[src/rtl/core/pst_pkg.sv]
package pst_pkg;

  // Capacity of one batch
  localparam int MAX_JOBS = 16;

  // Field widths
  localparam int FLD_W  = 8;
  localparam int TIME_W = 12;
  localparam int AVG_W  = 20;

  // Internal widths that follow from the capacity
  localparam int CNT_W  = $clog2(MAX_JOBS + 1);
  localparam int EL_W   = $clog2(MAX_JOBS * 255 + 1);
  localparam int TOT_W  = $clog2(MAX_JOBS * (MAX_JOBS + 1) / 2 * 255 + 1);
  localparam int NUM_W  = TOT_W + 8;
  localparam int STEP_W = $clog2(NUM_W + 1);
  localparam int TSAT_W = (EL_W > TIME_W) ? EL_W + 1 : TIME_W + 1;
  localparam int ASAT_W = (NUM_W > AVG_W) ? NUM_W + 1 : AVG_W + 1;

  localparam logic [TIME_W-1:0] TIME_MAX = '1;
  localparam logic [AVG_W-1:0]  AVG_MAX  = '1;

  typedef struct packed {
    logic [FLD_W-1:0] tag;
    logic [FLD_W-1:0] dur;
    logic [FLD_W-1:0] pri;
  } job_t;

  // One entry of the queue between front and back
  typedef struct packed {
    job_t             job;
    logic             last;
    logic             drop;
    logic [CNT_W-1:0] cnt;
  } qent_t;

  function automatic logic [TIME_W-1:0] sat_time(input logic [EL_W-1:0] v);
    logic [TSAT_W-1:0] w;
    w = TSAT_W'(v);
    if (w > TSAT_W'(TIME_MAX)) begin
      return TIME_MAX;
    end
    return w[TIME_W-1:0];
  endfunction

  function automatic logic [AVG_W-1:0] sat_avg(input logic [NUM_W-1:0] v);
    logic [ASAT_W-1:0] w;
    w = ASAT_W'(v);
    if (w > ASAT_W'(AVG_MAX)) begin
      return AVG_MAX;
    end
    return w[AVG_W-1:0];
  endfunction

endpackage

[src/rtl/core/pst_front.sv]
module pst_front import pst_pkg::*; (
  input  logic             clk_i,
  input  logic             rst_ni,
  input  logic             in_valid_i,
  output logic             in_ready_o,
  input  logic [FLD_W-1:0] job_tag_i,
  input  logic [FLD_W-1:0] job_duration_i,
  input  logic [FLD_W-1:0] job_priority_i,
  input  logic             batch_end_i,
  output logic             push_o,
  output qent_t            push_data_o,
  input  logic             full_i
);

  typedef enum logic {
    F_LOAD,
    F_DRAIN
  } state_e;

  state_e           st_q, st_d;
  logic [CNT_W-1:0] cnt_q, cnt_d;
  logic [CNT_W-1:0] left_q, left_d;
  logic             drop_q, drop_d;
  job_t             jobs_q [MAX_JOBS];
  job_t             jobs_d [MAX_JOBS];
  logic [MAX_JOBS-1:0] gt;
  logic             accept;
  logic             store;
  job_t             new_job;

  assign in_ready_o = (st_q == F_LOAD);
  assign accept     = in_valid_i && in_ready_o;
  assign store      = accept && (cnt_q < CNT_W'(MAX_JOBS));
  assign new_job    = '{tag: job_tag_i, dur: job_duration_i, pri: job_priority_i};

  // Hand the head of the sorted store to the queue during drain
  assign push_o           = (st_q == F_DRAIN) && !full_i;
  assign push_data_o.job  = jobs_q[0];
  assign push_data_o.last = (left_q == CNT_W'(1));
  assign push_data_o.drop = drop_q;
  assign push_data_o.cnt  = cnt_q;

  // Mark stored entries that rank behind the new job
  always_comb begin
    for (int i = 0; i < MAX_JOBS; i++) begin
      gt[i] = (CNT_W'(i) < cnt_q) && (jobs_q[i].pri > job_priority_i);
    end
  end

  // Insert in place on load, shift toward the head on drain
  always_comb begin
    jobs_d = jobs_q;
    if (store) begin
      if (gt[0] || (cnt_q == '0)) begin
        jobs_d[0] = new_job;
      end
      for (int i = 1; i < MAX_JOBS; i++) begin
        if ((CNT_W'(i) <= cnt_q) && gt[i-1]) begin
          jobs_d[i] = jobs_q[i-1];
        end else if (gt[i] || (CNT_W'(i) == cnt_q)) begin
          jobs_d[i] = new_job;
        end
      end
    end else if (push_o) begin
      for (int i = 0; i < MAX_JOBS - 1; i++) begin
        jobs_d[i] = jobs_q[i+1];
      end
    end
  end

  // Sequence load and drain
  always_comb begin
    st_d   = st_q;
    cnt_d  = cnt_q;
    left_d = left_q;
    drop_d = drop_q;
    unique case (st_q)
      F_LOAD: begin
        if (accept) begin
          if (store) begin
            cnt_d = cnt_q + CNT_W'(1);
          end else begin
            drop_d = 1'b1;
          end
          if (batch_end_i) begin
            st_d   = F_DRAIN;
            left_d = cnt_d;
          end
        end
      end
      F_DRAIN: begin
        if (push_o) begin
          left_d = left_q - CNT_W'(1);
          if (left_q == CNT_W'(1)) begin
            st_d   = F_LOAD;
            cnt_d  = '0;
            drop_d = 1'b0;
          end
        end
      end
      default: st_d = F_LOAD;
    endcase
  end

  always_ff @(posedge clk_i or negedge rst_ni) begin
    if (!rst_ni) begin
      st_q   <= F_LOAD;
      cnt_q  <= '0;
      left_q <= '0;
      drop_q <= 1'b0;
    end else begin
      st_q   <= st_d;
      cnt_q  <= cnt_d;
      left_q <= left_d;
      drop_q <= drop_d;
    end
  end

  always_ff @(posedge clk_i) begin
    jobs_q <= jobs_d;
  end

endmodule

[src/rtl/core/pst_fifo.sv]
module pst_fifo import pst_pkg::*; (
  input  logic  clk_i,
  input  logic  rst_ni,
  input  logic  push_i,
  input  qent_t push_data_i,
  output logic  full_o,
  input  logic  pop_i,
  output logic  valid_o,
  output qent_t head_o
);

  logic [1:0] n_q, n_d;
  qent_t      ent_q [2];
  logic [1:0] wr_pos;
  logic       wr_idx;

  assign full_o  = (n_q == 2'd2);
  assign valid_o = (n_q != 2'd0);
  assign head_o  = ent_q[0];
  assign wr_pos  = n_q - {1'b0, pop_i};
  assign wr_idx  = wr_pos[0];

  // Track fill level
  always_comb begin
    n_d = n_q;
    if (push_i && !pop_i) begin
      n_d = n_q + 2'd1;
    end else if (pop_i && !push_i) begin
      n_d = n_q - 2'd1;
    end
  end

  always_ff @(posedge clk_i or negedge rst_ni) begin
    if (!rst_ni) begin
      n_q <= 2'd0;
    end else begin
      n_q <= n_d;
    end
  end

  // Advance on pop, then write behind the last held entry
  always_ff @(posedge clk_i) begin
    if (push_i && !wr_idx) begin
      ent_q[0] <= push_data_i;
    end else if (pop_i) begin
      ent_q[0] <= ent_q[1];
    end
    if (push_i && wr_idx) begin
      ent_q[1] <= push_data_i;
    end
  end

endmodule

[src/rtl/core/pst_div.sv]
module pst_div import pst_pkg::*; (
  input  logic             clk_i,
  input  logic             rst_ni,
  input  logic             start_i,
  input  logic [CNT_W-1:0] den_i,
  input  logic [NUM_W-1:0] num_a_i,
  input  logic [NUM_W-1:0] num_b_i,
  output logic             busy_o,
  output logic [NUM_W-1:0] quo_a_o,
  output logic [NUM_W-1:0] quo_b_o
);

  logic [STEP_W-1:0] step_q;
  logic [CNT_W-1:0]  den_q;
  logic [NUM_W-1:0]  na_q, nb_q;
  logic [CNT_W:0]    ra_q, rb_q;
  logic [CNT_W:0]    ra_sh, rb_sh;
  logic              ga, gb;

  assign busy_o  = (step_q != '0);
  assign quo_a_o = na_q;
  assign quo_b_o = nb_q;

  // One restoring step per cycle on both lanes
  assign ra_sh = {ra_q[CNT_W-1:0], na_q[NUM_W-1]};
  assign rb_sh = {rb_q[CNT_W-1:0], nb_q[NUM_W-1]};
  assign ga    = (ra_sh >= {1'b0, den_q});
  assign gb    = (rb_sh >= {1'b0, den_q});

  always_ff @(posedge clk_i or negedge rst_ni) begin
    if (!rst_ni) begin
      step_q <= '0;
    end else if (start_i) begin
      step_q <= STEP_W'(NUM_W);
    end else if (busy_o) begin
      step_q <= step_q - STEP_W'(1);
    end
  end

  // Dividend register collects quotient bits from the right
  always_ff @(posedge clk_i) begin
    if (start_i) begin
      den_q <= den_i;
      na_q  <= num_a_i;
      nb_q  <= num_b_i;
      ra_q  <= '0;
      rb_q  <= '0;
    end else if (busy_o) begin
      na_q <= {na_q[NUM_W-2:0], ga};
      nb_q <= {nb_q[NUM_W-2:0], gb};
      ra_q <= ga ? (ra_sh - {1'b0, den_q}) : ra_sh;
      rb_q <= gb ? (rb_sh - {1'b0, den_q}) : rb_sh;
    end
  end

endmodule

[src/rtl/core/pst_back.sv]
module pst_back import pst_pkg::*; (
  input  logic              clk_i,
  input  logic              rst_ni,
  input  logic              q_valid_i,
  input  qent_t             q_head_i,
  output logic              q_pop_o,
  output logic              out_valid_o,
  input  logic              out_ready_i,
  output logic [FLD_W-1:0]  out_tag_o,
  output logic [FLD_W-1:0]  out_priority_o,
  output logic [FLD_W-1:0]  out_duration_o,
  output logic [TIME_W-1:0] wait_time_o,
  output logic [TIME_W-1:0] turnaround_time_o,
  output logic [AVG_W-1:0]  avg_wait_q8_o,
  output logic [AVG_W-1:0]  avg_turnaround_q8_o,
  output logic              overflowed_o,
  output logic              final_res_o
);

  typedef enum logic {
    B_RUN,
    B_DIV
  } state_e;

  state_e            st_q;
  logic [EL_W-1:0]   elapsed_q;
  logic [TOT_W-1:0]  tot_wt_q, tot_tat_q;
  logic              out_v_q;
  logic              out_free;
  logic [EL_W-1:0]   tat;
  logic [TOT_W-1:0]  fin_wt, fin_tat;
  logic              div_start, div_busy;
  logic [NUM_W-1:0]  quo_wt, quo_tat;
  logic              emit_job, emit_fin;
  // Held fields of the closing job while the averages settle
  job_t              hold_job_q;
  logic [TIME_W-1:0] hold_wt_q, hold_tat_q;
  logic              hold_drop_q;

  assign out_free    = !out_v_q || out_ready_i;
  assign out_valid_o = out_v_q;

  assign tat     = elapsed_q + EL_W'(q_head_i.job.dur);
  assign fin_wt  = tot_wt_q + TOT_W'(elapsed_q);
  assign fin_tat = tot_tat_q + TOT_W'(tat);

  assign q_pop_o   = (st_q == B_RUN) && q_valid_i && (q_head_i.last || out_free);
  assign emit_job  = q_pop_o && !q_head_i.last;
  assign div_start = q_pop_o && q_head_i.last;
  assign emit_fin  = (st_q == B_DIV) && !div_busy && out_free;

  pst_div u_div (
    .clk_i   (clk_i),
    .rst_ni  (rst_ni),
    .start_i (div_start),
    .den_i   (q_head_i.cnt),
    .num_a_i ({fin_wt, 8'd0}),
    .num_b_i ({fin_tat, 8'd0}),
    .busy_o  (div_busy),
    .quo_a_o (quo_wt),
    .quo_b_o (quo_tat)
  );

  // Run the sums, hold the closing job and present results
  always_ff @(posedge clk_i or negedge rst_ni) begin
    if (!rst_ni) begin
      st_q      <= B_RUN;
      elapsed_q <= '0;
      tot_wt_q  <= '0;
      tot_tat_q <= '0;
      out_v_q   <= 1'b0;
    end else begin
      if (emit_job || emit_fin) begin
        out_v_q <= 1'b1;
      end else if (out_ready_i) begin
        out_v_q <= 1'b0;
      end
      unique case (st_q)
        B_RUN: begin
          if (emit_job) begin
            elapsed_q <= tat;
            tot_wt_q  <= fin_wt;
            tot_tat_q <= fin_tat;
          end else if (div_start) begin
            elapsed_q <= '0;
            tot_wt_q  <= '0;
            tot_tat_q <= '0;
            st_q      <= B_DIV;
          end
        end
        B_DIV: begin
          if (emit_fin) begin
            st_q <= B_RUN;
          end
        end
        default: st_q <= B_RUN;
      endcase
    end
  end

  always_ff @(posedge clk_i) begin
    if (div_start) begin
      hold_job_q  <= q_head_i.job;
      hold_wt_q   <= sat_time(elapsed_q);
      hold_tat_q  <= sat_time(tat);
      hold_drop_q <= q_head_i.drop;
    end
    if (emit_job) begin
      out_tag_o           <= q_head_i.job.tag;
      out_priority_o      <= q_head_i.job.pri;
      out_duration_o      <= q_head_i.job.dur;
      wait_time_o         <= sat_time(elapsed_q);
      turnaround_time_o   <= sat_time(tat);
      avg_wait_q8_o       <= '0;
      avg_turnaround_q8_o <= '0;
      overflowed_o        <= q_head_i.drop;
      final_res_o         <= 1'b0;
    end else if (emit_fin) begin
      out_tag_o           <= hold_job_q.tag;
      out_priority_o      <= hold_job_q.pri;
      out_duration_o      <= hold_job_q.dur;
      wait_time_o         <= hold_wt_q;
      turnaround_time_o   <= hold_tat_q;
      avg_wait_q8_o       <= sat_avg(quo_wt);
      avg_turnaround_q8_o <= sat_avg(quo_tat);
      overflowed_o        <= hold_drop_q;
      final_res_o         <= 1'b1;
    end
  end

endmodule

[src/rtl/core/priority_schedule_timing.sv]
// Non-preemptive priority scheduler for one batch of up to MAX_JOBS jobs.
// Jobs load one per cycle and are insertion-sorted on arrival by ascending
// priority number, equal priorities staying in arrival order; jobs past
// capacity are dropped and flagged on every result of the batch. The job
// with batch_end set closes the batch: the input then stays not ready while
// the sorted store drains into a two-entry queue, one job per cycle while
// the queue is not full. The back end emits one result per cycle while
// results are taken, with waiting and turnaround times (saturated at
// 4095), and before the last result runs a bit-serial divider that forms
// both Q8 averages.
module priority_schedule_timing import pst_pkg::*; (
  input  logic              clk_i,
  input  logic              rst_ni,
  input  logic              in_valid_i,
  output logic              in_ready_o,
  input  logic [FLD_W-1:0]  job_tag_i,
  input  logic [FLD_W-1:0]  job_duration_i,
  input  logic [FLD_W-1:0]  job_priority_i,
  input  logic              batch_end_i,
  output logic              out_valid_o,
  input  logic              out_ready_i,
  output logic [FLD_W-1:0]  out_tag_o,
  output logic [FLD_W-1:0]  out_priority_o,
  output logic [FLD_W-1:0]  out_duration_o,
  output logic [TIME_W-1:0] wait_time_o,
  output logic [TIME_W-1:0] turnaround_time_o,
  output logic [AVG_W-1:0]  avg_wait_q8_o,
  output logic [AVG_W-1:0]  avg_turnaround_q8_o,
  output logic              overflowed_o,
  output logic              final_res_o
);

  logic  push, full, pop, q_valid;
  qent_t push_data, q_head;

  pst_front u_front (
    .clk_i          (clk_i),
    .rst_ni         (rst_ni),
    .in_valid_i     (in_valid_i),
    .in_ready_o     (in_ready_o),
    .job_tag_i      (job_tag_i),
    .job_duration_i (job_duration_i),
    .job_priority_i (job_priority_i),
    .batch_end_i    (batch_end_i),
    .push_o         (push),
    .push_data_o    (push_data),
    .full_i         (full)
  );

  pst_fifo u_fifo (
    .clk_i       (clk_i),
    .rst_ni      (rst_ni),
    .push_i      (push),
    .push_data_i (push_data),
    .full_o      (full),
    .pop_i       (pop),
    .valid_o     (q_valid),
    .head_o      (q_head)
  );

  pst_back u_back (
    .clk_i               (clk_i),
    .rst_ni              (rst_ni),
    .q_valid_i           (q_valid),
    .q_head_i            (q_head),
    .q_pop_o             (pop),
    .out_valid_o         (out_valid_o),
    .out_ready_i         (out_ready_i),
    .out_tag_o           (out_tag_o),
    .out_priority_o      (out_priority_o),
    .out_duration_o      (out_duration_o),
    .wait_time_o         (wait_time_o),
    .turnaround_time_o   (turnaround_time_o),
    .avg_wait_q8_o       (avg_wait_q8_o),
    .avg_turnaround_q8_o (avg_turnaround_q8_o),
    .overflowed_o        (overflowed_o),
    .final_res_o         (final_res_o)
  );

endmodule

[config.mk]
export PLATFORM = sky130hd
export DESIGN_NAME = priority_schedule_timing
export DESIGN_NICKNAME = d
export VERILOG_FILES = /design/src/rtl/core/pst_pkg.sv /design/src/rtl/core/pst_front.sv /design/src/rtl/core/pst_fifo.sv /design/src/rtl/core/pst_div.sv /design/src/rtl/core/pst_back.sv /design/src/rtl/core/priority_schedule_timing.sv
export SDC_FILE = /design/constraint.sdc
export NUM_CORES = 2
export LEC_CHECK = 0
export BUFFER_PORTS_ARGS = -buffer_cell sky130_fd_sc_hd__buf_2
export CAP_MARGIN = 15
export CORE_AREA = 2 2 309 220
export CTS_BUF_LIST = sky130_fd_sc_hd__clkbuf_4
export CTS_CLUSTER_SIZE = 16
export DETAILED_ROUTE_END_ITERATION = 10
export DIE_AREA = 0 0 311 222
export GPL_TIMING_DRIVEN = 0
export PLACE_DENSITY_LB_ADDON = 0.05
export SLEW_MARGIN = 25
export SYNTH_ARGS = -nofsm -noshare
export SYNTH_HDL_FRONTEND = slang
export SYNTH_SLANG_ARGS = --single-unit
export TNS_END_PERCENT = 1
[constraint.sdc]
create_clock -name clk_i -period 7.66 [get_ports clk_i]
set_input_delay 1.532 -clock clk_i [delete_from_list [all_inputs] [get_ports clk_i]]
set_output_delay 1.532 -clock clk_i [all_outputs]
set_load 0.03 [all_outputs]
* After elaboration in Yosys (flattened, before gate mapping)
Memories as Yosys holds them, arrays and structs flattened.
Index checks and enable logic that the tools add are counted.
** Cells by class
- Add/subtract/negate cells :: 11
- Magnitude comparators :: 52
- Equality and inequality tests :: 37
- Mux-type cells :: 106
- Bitwise logic cells :: 3
- Reduce and logical (&&, ||, !) cells :: 101
** Operator list (number)
- 24-bit two-way mux :: 35
- 360-bit two-way mux :: 2
- 8-bit greater-than comparator :: 16
- 20-bit two-way mux :: 4
- 12-bit two-way mux :: 6
- 31-bit two-way mux :: 2
- 5-bit two-way mux :: 11
- 24-bit by 20-bit greater-than comparator with 1-bit output (second input constant) :: 2
- 16-bit two-way mux :: 3
- 8-bit two-way mux :: 6
- 1-bit logical AND :: 44
- 3-bit != test (second input constant) :: 14
- 4-bit by 5-bit equality test with 1-bit output (first input constant) :: 8
- 4-bit by 5-bit less-or-equal comparator with 1-bit output (first input constant) :: 8
- 4-bit by 5-bit less-than comparator with 1-bit output (first input constant) :: 8
- 2-bit AND reduction :: 17
- 16-bit by 12-bit adder with 16-bit output :: 2
- 31-bit OR reduction :: 1
- 1-bit two-way mux :: 30
- 3-bit by 5-bit equality test with 1-bit output (first input constant) :: 4
- 3-bit by 5-bit less-or-equal comparator with 1-bit output (first input constant) :: 4
- 3-bit by 5-bit less-than comparator with 1-bit output (first input constant) :: 4
- 5-bit case mux with 2 select lines :: 2
- 1-bit logical OR :: 19
- other kinds (29) :: 58
** Word-level totals
- Flip-flop bits (word level) :: 651
- RAM bits :: 62
- Bits of input ports :: 29
- Memories :: 1
** Memory list
- u_fifo.ent_q :: depth 2, width 31, read ports 2, clocked after Yosys merged registers in 0, wr ports 1, RTL line pst_fifo.sv:13 : qent_t ent_q [2];

* Depth between registers and ports, before layout
- Word-level depth :: 11
- Depth in mapped cells :: 15
- Gate-level depth less buffers :: 15

* Cells and area by module
A second synthesis with hierarchy kept.
** Second synthesis, totals
- Cell total of the unflattened synthesis :: 3237
- Area total of the unflattened synthesis :: 37298.3 um2
** Modules (own cells, without submodules)
- pst_front :: instances 1, cells each 2154, area an instance 23025.8 um2, sequential area each 11831.3 um2
- pst_back :: instances 1, cells each 707, area an instance 8345.5 um2, sequential area each 4914.7 um2
- pst_div :: instances 1, cells each 233, area an instance 3254.4 um2, sequential area each 1916.8 um2
- pst_fifo :: instances 1, cells each 143, area an instance 2672.6 um2, sequential area each 1911.8 um2

* Worst setup path after synthesis
Ideal clock, no wire load.
- Kind :: input port to flip-flop
- Start point :: input port job_priority_i[1]
- End point :: register u_front.jobs_q[120] (netlist name) (enable)
- Data arrival time :: 4.581 ns
- Data required time :: 7.222 ns
- Path slack :: 2.641 ns
- Stages :: 8
- Buffers on the path :: 0
- Cells stage by stage :: inv_1 -> ha_1 -> nor2b_1 -> o211ai_1 -> a21oi_1 -> o221ai_2 -> and3_1 -> o21ai_0
** Between the ends
- Word-level cells in the longest chain between the ends :: 5
- Elaborated cells between the ends (all ways) :: 8
- Those cells by class :: 2 x order compare; 1 x eq/ne; 5 x reduce/logical
** RTL lines
- from (decl) :: RTL line priority_schedule_timing.sv:18 : input logic [FLD_W-1:0] job_priority_i,
- 8-bit greater-than comparator :: RTL line pst_front.sv:46 : gt[i] = (CNT_W'(i) < cnt_q) && (jobs_q[i].pri > job_priority_i);
- 1-bit logical AND :: RTL line pst_front.sv:46
- 1-bit logical OR or 1-bit logical AND (tied branches) :: RTL line pst_front.sv:60, pst_front.sv:58
- 3-bit != test (no line) (*)
- 2-bit AND reduction (no line) (*)
- to (signal assigned) :: RTL line pst_front.sv:120 : jobs_q <= jobs_d;
- to (decl) :: RTL line pst_front.sv:24 : job_t jobs_q [MAX_JOBS];
Every way passes the cells marked *; elsewhere a longest branch is shown, timed or not.
A chain may end at the register's enable or synchronous reset.

* Worst setup path in the final report
- Start point :: register u_back.elapsed_q[0]
- End point :: register u_back.u_div.nb_q[23], in the netlist u_back.u_div.quo_b_o[23], data pin
** Between the ends
- Word-level cells in the longest chain between the ends :: 3
** RTL lines
- from (decl) :: RTL line pst_back.sv:26 : logic [EL_W-1:0] elapsed_q;
- from (signal assigned) :: RTL line pst_back.sv:81 : elapsed_q <= tat;
- 12-bit by 8-bit adder with 12-bit output :: RTL line pst_back.sv:43 : assign tat = elapsed_q + EL_W'(q_head_i.job.dur);
- net u_back.tat[8] :: RTL line pst_back.sv:30 : logic [EL_W-1:0] tat;
- 16-bit by 12-bit adder with 16-bit output :: RTL line pst_back.sv:45 : assign fin_tat = tot_tat_q + TOT_W'(tat);
- 24-bit two-way mux :: RTL line pst_div.sv:42 : if (start_i) begin
- to (signal assigned) :: RTL line pst_div.sv:45 : nb_q <= num_b_i;
- to (signal assigned) :: RTL line pst_div.sv:50 : nb_q <= {nb_q[NUM_W-2:0], gb};
- to (decl) :: RTL line pst_div.sv:15 : logic [NUM_W-1:0] na_q, nb_q;
The timed path passes the listed nets, and every way through them passes these cells.

==> results.json <==
{
  "fill_cells": 5407,
  "cts_hold_repair.buffers": 0,
  "overflow": 0,
  "cts.sinks": 713,
  "layout-drive-gt1-share": 0.168,
  "drv_cap": 0,
  "vias": 27600,
  "layout.cells.most_common_list": "653 x nand2_1, 581 x edfxtp_1, 342 x mux2i_1",
  "via_per_inst": 6.01,
  "slew_violations": 0,
  "grt_pass1_vias": 26600,
  "worst_setup_path_end_kind": "flip-flop",
  "async_reset_ff_frac": 0.0912,
  "fin_crit_ns": 4.45,
  "seqPwrFrac": 0.411,
  "ant_nets": 0,
  "port_buffers": 120,
  "final_common_cell": "nand2_1",
  "finalSetupViolCount": 0,
  "r2r_start": "u_back.elapsed_q[0]",
  "synth_area_per_cell_um2": 11.3,
  "clk_pin_slew_worst_paths_ns": 0.07,
  "fin_cells": 4587,
  "gp_congestion": 0.914,
  "dpl.cell_count": 4273,
  "crit_required_ns": 8.42,
  "arrival_ns": 5.21,
  "ios": 121,
  "outcome": "finished clean",
  "drt-total-wl_um": 105000,
  "p_leak_nw": 18.9,
  "p_total_mw": 20.4,
  "finish.net_count": 3767,
  "yosysWarnings": 0,
  "cts_tree": "yes",
  "slew_headroom": 0.288,
  "die_h_um": 222,
  "path_max_fanout": 5,
  "power_density_nw_per_um2": 493,
  "die_area_um2": 69000,
  "grt_usage": 0.303,
  "p_int_mw": 12.0,
  "tightest_slew_ns": 1.07,
  "dr.pass1.iters": 6,
  "path_class": "flip-flop to flip-flop",
  "clk_latency_ns": 1.05,
  "finalHoldViolCount": 0,
  "rsz0062_at_grt": "false",
  "synthFlopType": "edfxtp_1",
  "hold_ws_ns": 0.432,
  "clockPowerShare": 0.162,
  "timing.final.crit_share": 0.581,
  "syn-num-nets": 3445,
  "hold_start": "u_fifo.ent_q[0][2]",
  "clk_path_buf_depth": 3,
  "ir_drop_uv": 265,
  "cts_resized": 0,
  "netlist_area_um2": 36700,
  "grt_max_degree": 50,
  "dp_hpwl_um": 79700,
  "p_switching_mw": 8.45,
  "cts_setup_buffers": 0,
  "start_util": 0.557,
  "synth_edf_count": 581,
  "drt_iter0_drc": 3229,
  "switching_share": 0.414,
  "cts_buffers": 178,
  "core-area_um2": 65800,
  "comb_power_share": 0.426,
  "cp-startpoint": "u_back.elapsed_q[0]",
  "syn_inst": 3240,
  "area_delta_synth_final_pct": 12.9,
  "hp-class": "flip-flop to flip-flop",
  "seq_area_frac_synth": 0.556,
  "grt_pass1_wl_um": 160000,
  "ys_ff_latch": 713,
  "cts_root_buffer": "clkbuf_4",
  "post-route-util": 0.629,
  "ys_types": 78,
  "antenna_found_initial": 4,
  "clock_skew_ns": 0.0547,
  "startpoint_type": "flip-flop",
  "htreeDepth": 4,
  "setup_tns_ns": 0,
  "route.detailed.drc": 0,
  "rows": 79,
  "fmax_mhz": 225,
  "avgRoutedWirePerCell_um": 23.0,
  "die_w_um": 311,
  "rrSetupSlack_ns": 3.21
}
==> power by group through the flow <==
stage	logic, mW	clock network [mW]	registers (mW)
after floorplan	5.28	0	8.24
after global placement	7.53	0	8.53
after detailed placement	8.52	0	8.41
after CTS	8.56	3.39	8.34
after global routing	9.45	3.58	8.54
final	8.70	3.32	8.39
==> synth_stat cells (22+ instances only) <==
cell type | n | area [um2]
a22o_1 | 51 | 447
mux2i_1 | 342 | 3420
o21ai_1 | 286 | 1430
clkbuf_1 | 117 | 439
nor2_1 | 61 | 229
dfrtp_1 | 65 | 1630
nand4_1 | 26 | 163
nand3_1 | 26 | 130
dfxtp_1 | 67 | 1340
buf_2 | 49 | 245
buf_4 | 27 | 203
xnor2_1 | 36 | 315
a21oi_1 | 134 | 671
ha_1 | 171 | 2140
o221a_2 | 40 | 450
inv_1 | 55 | 206
o21ai_0 | 144 | 721
edfxtp_1 | 581 | 17400
a21o_1 | 27 | 203
nor2b_1 | 22 | 138
mux2_1 | 29 | 327
nand2_1 | 654 | 2450
==> state kept, by name, indices dropped and copies added, names as in the netlist, 5 cells and up <==
signal,flops
u_back.u_div.rb_q,5
u_back.wait_time_o,12
u_back.u_div.quo_b_o,24
u_fifo.ent_q,62
u_back.out_tag_o,8
u_back.out_duration_o,8
u_front.left_q,5
u_back.tot_tat_q,16
u_front.cnt_q,5
u_back.u_div.step_q,5
u_back.u_div.quo_a_o,24
u_front.push_data_o,24
u_back.turnaround_time_o,12
u_back.tot_wt_q,16
u_back.hold_tat_q,12
u_back.avg_wait_q8_o,20
u_front.jobs_q,360
u_back.hold_job_q,24
u_back.u_div.ra_q,5
u_back.elapsed_q,12
u_back.avg_turnaround_q8_o,20
u_back.u_div.den_q,5
u_back.hold_wt_q,12
u_back.out_priority_o,8
==> worst max-delay path, cell delays in order (launching register included) <==
cell and delay [ns]:
dfrtp_1 0.54, ha_1 0.30, fa_1 0.43, a211o_1 0.33
a21oi_1 0.19, o21ai_1 0.16, a21oi_2 0.26, xnor2_1 0.31
ha_1 0.39, a21oi_1 0.16, o21ai_0 0.17, nor4_1 0.41
a21oi_1 0.21, xnor2_1 0.23, o21ai_1 0.08
==> path summary, 6_finish.rpt <==
path | to | cells after the start
max | u_back.u_div.quo_b_o[23] | 14
min | u_back.u_div.den_q[2] | 0
max reg2reg | u_back.u_div.quo_b_o[23] | 14
min reg2reg | u_back.u_div.den_q[2] | 0
max in group asynchronous | u_back.tot_tat_q[8] | 2
min in group asynchronous | u_back.u_div.step_q[1] | 1
==> logic make-up after synthesis <==
logic type,after synthesis,synth area share
and+or+nand+nor,854,0.0967
DFF,713,0.556
adders and majority gates,176,0.0610
buffers and inverters,265,0.0342
muxes,385,0.106
AOI/OAI and AO/OA,799,0.134
xor gates and xnor gates,48,0.0115
==> layout make-up <==
cell class / instances / area (um2) / share of cell area
buffer: 208 / 1050 / 0.0253
clock inverter: 45 / 332 / 0.00800
tap: 891 / 1110 / 0.0269
inverter: 57 / 214 / 0.00516
sequential: 713 / 20400 / 0.493
timing repair buffer: 142 / 1050 / 0.0254
multi-input combinational: 2262 / 15300 / 0.369
clock buffer: 263 / 1970 / 0.0477
antenna: 6 / 15.0 / 0.000362
==> metrics by stage <==
stage / instance area (um2) / setup slack, ns
after global placement: 38400 / 1.10
after global routing: 41400 / 3.03
after detailed placement: 39100 / 2.61
after CTS: 41400 / 3.34
final: 41400 / 3.21
after floorplan: 36700 / 2.64
==> routing by layer <==
| metal | part of all wire | up-vias | GRT usage | routed length [um] |
|---|---|---|---|---|
| li1 | - | 12700 | - | - |
| met1 | 0.48 | 13400 | 0.476 | 50200 |
| met2 | 0.40 | 1352 | 0.404 | 41900 |
| met3 | 0.11 | 139 | 0.0778 | 11200 |
| met4 | 0.019 | 0 | 0.0982 | 2050 |
| met5 | 0 | - | 0 | 0 |
(Power assumes the default switching activity.)
